### src/hdl/mcbd_pkg.sv
`timescale 1ns / 1ps
package mcbd_pkg;

	// field widths
	localparam int CH_W    = 8;
	localparam int DIM_W   = 13;
	localparam int CRD_W   = 12;
	localparam int LVL_W   = 4;
	localparam int IDX_W   = 15;
	localparam int SUM_W   = 10;
	localparam int CFG_W   = 13;
	localparam int CFG_A_W = 3;
	localparam int MAX_HEIGHT = 4096;

	// register indexes
	localparam logic [CFG_A_W-1:0] REG_WIDTH  = 3'd0;
	localparam logic [CFG_A_W-1:0] REG_HEIGHT = 3'd1;
	localparam logic [CFG_A_W-1:0] REG_LEVELS = 3'd2;
	localparam logic [CFG_A_W-1:0] REG_FOUR   = 3'd3;
	localparam logic [CFG_A_W-1:0] REG_ALPHA  = 3'd4;

	typedef enum logic [1:0] {
		ST_IDLE,
		ST_READ,
		ST_EVAL,
		ST_EMIT
	} state_t;

	typedef struct packed {
		logic load;
		logic read;
		logic eval;
		logic emit;
		logic step;
	} cmd_t;

	typedef struct packed {
		logic out_free;
		logic cont;
	} status_t;

endpackage

### src/hdl/mcbd_ctrl.sv
`timescale 1ns / 1ps
module mcbd_ctrl (
	input  logic              clk,
	input  logic              arst_n,
	input  logic              s_tvalid,
	output logic              s_tready,
	input  mcbd_pkg::status_t sts,
	output mcbd_pkg::cmd_t    cmd
);

	mcbd_pkg::state_t state_q, state_nx;

	always_ff @(posedge clk or negedge arst_n) begin
		if (!arst_n) begin
			state_q <= mcbd_pkg::ST_IDLE;
		end else begin
			state_q <= state_nx;
		end
	end

	// next state
	always_comb begin
		state_nx = state_q;
		unique case (state_q)
			mcbd_pkg::ST_IDLE: begin
				if (s_tvalid) state_nx = mcbd_pkg::ST_READ;
			end
			mcbd_pkg::ST_READ: state_nx = mcbd_pkg::ST_EVAL;
			mcbd_pkg::ST_EVAL: state_nx = mcbd_pkg::ST_EMIT;
			mcbd_pkg::ST_EMIT: begin
				if (sts.out_free) begin
					state_nx = sts.cont ? mcbd_pkg::ST_READ : mcbd_pkg::ST_IDLE;
				end
			end
			default: state_nx = mcbd_pkg::ST_IDLE;
		endcase
	end

	// outputs
	always_comb begin
		cmd      = '0;
		s_tready = 1'b0;
		unique case (state_q)
			mcbd_pkg::ST_IDLE: begin
				s_tready = 1'b1;
				cmd.load = s_tvalid;
			end
			mcbd_pkg::ST_READ: cmd.read = 1'b1;
			mcbd_pkg::ST_EVAL: cmd.eval = 1'b1;
			mcbd_pkg::ST_EMIT: begin
				cmd.emit = sts.out_free;
				cmd.step = sts.out_free & sts.cont;
			end
			default: ;
		endcase
	end

endmodule

### config.mk
export PLATFORM = sky130hd
export DESIGN_NAME = mcbd_ctrl
export DESIGN_NICKNAME = d
export VERILOG_FILES = /design/src/hdl/mcbd_pkg.sv /design/src/hdl/mcbd_ctrl.sv
export SDC_FILE = /design/constraint.sdc
export NUM_CORES = 1
export LEC_CHECK = 0
export BUFFER_PORTS_ARGS = -buffer_cell sky130_fd_sc_hd__buf_4
export CAP_MARGIN = 20
export CORE_AREA = 2 2 39 41
export CTS_CLUSTER_DIAMETER = 120
export DETAILED_ROUTE_END_ITERATION = 10
export DIE_AREA = 0 0 41 43
export REMOVE_ABC_BUFFERS = 1
export SETUP_SLACK_MARGIN = 0.05
export SLEW_MARGIN = 20
export SYNTH_ARGS = -nofsm -noshare
export SYNTH_HDL_FRONTEND = slang
export SYNTH_SLANG_ARGS = --single-unit
export TNS_END_PERCENT = 5
### constraint.sdc
create_clock -name clk -period 1.55 [get_ports clk]
set_clock_uncertainty 0.05 [all_clocks]
set_input_delay 0.0775 -clock clk [delete_from_list [all_inputs] [get_ports clk]]
set_output_delay 0.0775 -clock clk [all_outputs]
set_load 0.05 [all_outputs]
* Yosys cells after proc, flatten, opt, wreduce, memory -nomap -nowiden
Index checks and enable logic that the tools add are counted.
** Word-level totals
- Input port bits :: 5
- Logic and storage cells :: 18
- Flip-flop bits (word level) :: 2
- Output and inout port bits :: 6
** Operators by class
- Reductions and logical operators :: 2
- Mux-type cells :: 9
- Bitwise gates (word level) :: 1
- Eq/ne operators :: 5
** Operators with widths (count)
- one-hot mux 2 bit (4 select lines) :: 1
- 2-to-1 mux 2 bit :: 3
- 2-to-1 mux 1 bit :: 5
- == test 2 bit, second input constant :: 2
- inequality test 2 bit, second input constant :: 2
- == test 2 x 1 -> 1 bit, second input constant :: 1
- zero test 2 bit :: 1
- AND reduction 2 bit :: 1
- AND 1 bit :: 1

* Depth between registers and ports, before layout
- Depth after elaboration :: 3
- Mapped depth :: 5

* Worst setup path before layout
No wires, ideal clock.
- Kind :: register to register
- Start point :: register state_q[0]
- End point :: register state_q[0]
- Arrival time :: 1.808 ns
- Cell stages (with the launch flop) :: 6
- Buffers on the path :: 0
- Path slack :: -0.387 ns
- Cell sequence :: dfrtp_1 -> inv_1 -> ha_1 -> and2_1 -> o22ai_1 -> mux2i_1
** On the way
- Cells in the longest elaborated chain, start to end :: 3
** Ends and longest elaborated chain
- from (decl) :: RTL line mcbd_ctrl.sv:11 : mcbd_pkg::state_t state_q, state_nx;
- from (signal assigned) :: RTL line mcbd_ctrl.sv:15 : state_q <= mcbd_pkg::ST_IDLE;
- from (signal assigned) :: RTL line mcbd_ctrl.sv:17 : state_q <= state_nx;
- == test 2 bit / zero test 2 bit (equally long branches) :: RTL line mcbd_ctrl.sv:24 : unique case (state_q)
- inequality test 2 bit (no line)
- AND reduction 2 bit (no line)
Parallel ways exist; a longest one is shown, timed or not.
A chain may end at the register's enable or synchronous reset.

==> load_flow_metrics.sql <==
INSERT INTO impl_metrics (metric_group, metric, value, unit) VALUES
('timing', 'layout_worst_path_cycle_share', '0.903', ''),
('die', 'initial_core_util', '0.140', ''),
('route', 'dr.first_iter.drc_count', '1', ''),
('route', 'remaining_drc_errors', '0', ''),
('clock_tree', 'tritoncts.num_buffers', '3', ''),
('setup_path', 'r2r_start', 'state_q[0]', ''),
('yosys', 'synth.lib_cells_used.distinct', '14', ''),
('min_path', 'hp_class', 'in -> async', ''),
('setup_path', 'worstSetupStartpoint', 'state_q[0]', ''),
('timing', 'rsz_0062_raised_after_global_routing', 'no', ''),
('place', 'numPortBuffers', '10', ''),
('job', 'cap_viol_max_count', '0', ''),
('global_route', 'number_of_antenna_violations_at_the_first_check_in_global_routing', '0', ''),
('yosys', 'postSynthAreaPerCell', '9.70', 'um2'),
('yosys', 'synth_simple_gate_area_share', '0.174', ''),
('setup_path', 'timing_worst_setup_path_type', 'reg -> out', ''),
('yosys', 'syn-instance-count', '20', ''),
('pwr', 'power_density', '2360', 'nW/um2'),
('run_status', 'outcome', 'complete, no violations', ''),
('yosys', 'synth_area', '194', 'um2'),
('clock_tree', 'htreeDepth', '1', ''),
('die', 'core.rowCount', '14', ''),
('yosys', 'synth_mux_area_frac', '0.110', ''),
('clock_tree', 'clock_tree.buffer_depth', '2', ''),
('yosys', 'synth-xor-area-share', '0', ''),
('yosys', 'combinational_family_with_the_most_area_after_synthesis', 'adder cells', ''),
('setup_path', 'critical_path.max_fanout', '5', ''),
('yosys', 'yosysTopAreaCellShare', '0.258', ''),
('yosys', 'area_fraction_in_compound_gates_after_synthesis', '0.123', ''),
('route', 'wl_per_cell', '8.12', 'um'),
('timing', 'tightest_slew_margin_relative_to_the_limit', '0.894', ''),
('clock_tree', 'clk_root_buffer_cell', 'sky130_fd_sc_hd__clkbuf_4', ''),
('pwr', 'total_power', '0.773', 'mW'),
('yosys', 'synthAdderAreaFrac', '0.258', ''),
('timing', 'final.hold.worst_slack', '0.129', 'ns'),
('cells_and_area', 'final_nets', '45', ''),
('pwr', 'power.ir.vdd_worst', '0.676', 'mV'),
('global_route', 'pin_count_of_the_biggest_net_entering_global_routing', '6', ''),
('route', 'num_vias', '179', ''),
('die', 'chipHeight', '43', 'um'),
('clock_tree', 'cts_sinks', '2', ''),
('yosys', 'yosys_warnings', '0', ''),
('setup_path', 'setup_slack_on_the_worst_flop_to_flop_path', '0.19', 'ns'),
('clock_tree', 'cts_tree', 'yes', ''),
('pwr', 'power.leakage', '0.169', 'nW'),
('route', 'drt_first_pass_iters', '2', ''),
('global_route', 'grt.total_usage', '0.0693', ''),
('global_route', 'globalRouteOverflowTotal', '0', ''),
('route', 'postRouteAntennaNets', '0', ''),
('setup_path', 'worstPathRequired', '1.42', 'ns'),
('clock_tree', 'cts.clk_slew.worst_paths', '0.03', 'ns'),
('global_route', 'grt_first_pass_wirelength', '696', 'um'),
('timing', 'post_layout_minimum_cycle_time', '1.40', 'ns'),
('cells_and_area', 'area_of_combinational_cells_with_multiple_inputs', '131', 'um2'),
('cells_and_area', 'diodes_inserted', '0', ''),
('cells_and_area', 'relative_area_change_from_synthesis_to_final_layout', '69.0', '%'),
('route', 'viasPerCell', '3.58', ''),
('die', 'num_io_pins', '11', ''),
('timing', 'fmax', '0.714', 'GHz'),
('setup_path', 'endpoint_kind', 'output port', ''),
('yosys', 'synth_seq_area_share', '0.258', ''),
('die', 'chipWidth', '41', 'um'),
('timing', 'worstMarginPinSlew', '0.158', 'ns'),
('yosys', 'flip_flop_and_latch_count_after_synthesis', '2', ''),
('timing', 'hold_violations', '0', ''),
('cells_and_area', 'largestRegisters', 'state_q x2', ''),
('clock_tree', 'clkLatencyLatePin', '0.22', 'ns'),
('global_route', 'first_global_vias', '194', ''),
('place', 'dp_hpwl', '321', 'um'),
('cells_and_area', 'drive_above_1_share', '0.529', ''),
('timing', 'timing.final.max_slew_violations', '0', '');
[critical path: stages, from the launching register on]
cell	delay (ns)
sky130_fd_sc_hd__dfrtp_1	0.40
sky130_fd_sc_hd__inv_1	0.10
sky130_fd_sc_hd__ha_2	0.21
sky130_fd_sc_hd__and2_1	0.17
sky130_fd_sc_hd__buf_6	0.17
[synth_stat cells, drive strengths merged]
| cell | instances |
|---|---|
| o22ai | 2 |
| and2 | 2 |
| and3 | 1 |
| nand2b | 1 |
| mux2 | 1 |
| a21oi | 1 |
| ha | 4 |
| dfrtp | 2 |
| mux2i | 1 |
| inv | 4 |
| nor2b | 1 |
[final cells by class]
class	count	share of cell area
timing repair buffer	11	0.271
sequential	2	0.153
multi-input combinational	14	0.401
tap	16	0.0611
clock buffer	3	0.0687
inverter	4	0.0458
[report_power, final]
part / total (mW) / internal, mW / switching (mW)
clock: 0.116 / 0.0855 / 0.0304
combinational: 0.544 / 0.198 / 0.345
sequential: 0.114 / 0.0823 / 0.0315
total: 0.773 / 0.366 / 0.407
[logic make-up after synthesis]
kind of cell	Yosys count
buf+inv	4
simple gates	5
mux	2
flops	2
fa+ha+maj	4
compound gates	3
[routing by layer]
layer	vias up	share of wire	GRT usage
li1	94	-	-
met1	78	0.35	0.0613
met2	7	0.53	0.0906
met3	0	0.11	0.0314
met4	0	0	0.100
met5	-	0	0
[layout by cell type (no fill, tap or decap), types with 2 or more instances in the layout]
master	n
sky130_fd_sc_hd__clkbuf_4	3
sky130_fd_sc_hd__ha_1	3
sky130_fd_sc_hd__dfrtp_1	2
sky130_fd_sc_hd__inv_1	3
sky130_fd_sc_hd__buf_4	9
[path summary, 6_finish.rpt]
check | end | depth (start not counted)
max in group asynchronous | state_q[0] | 2
min | state_q[1] | 2
min in group clk | state_q[0] | 3
min reg2reg | state_q[0] | 1
max reg2reg | state_q[1] | 5
max | cmd[4] | 4
[through the flow]
step | worst slack, ns | std cells | setup TNS [ns] | utilization | cell area (um2)
after CTS | 0.0825 | 50 | 0 | 0.232 | 322
after global placement | 0.171 | 46 | 0 | 0.209 | 289
after floorplan | -0.387 | 20 | -0.638 | - | 194
after global routing | 0.0512 | 50 | 0 | 0.237 | 328
final | 0.150 | 50 | 0 | 0.237 | 328
after detailed placement | 0.143 | 46 | 0 | 0.209 | 289
[repair_timing]
action,in CTS,in global routing
hold buffers,1,0
gates resized for setup,0,2
hold endpoints to repair,2,0
setup endpoints to repair,0,2
Note: power is estimated with default switching activity, not from simulation.
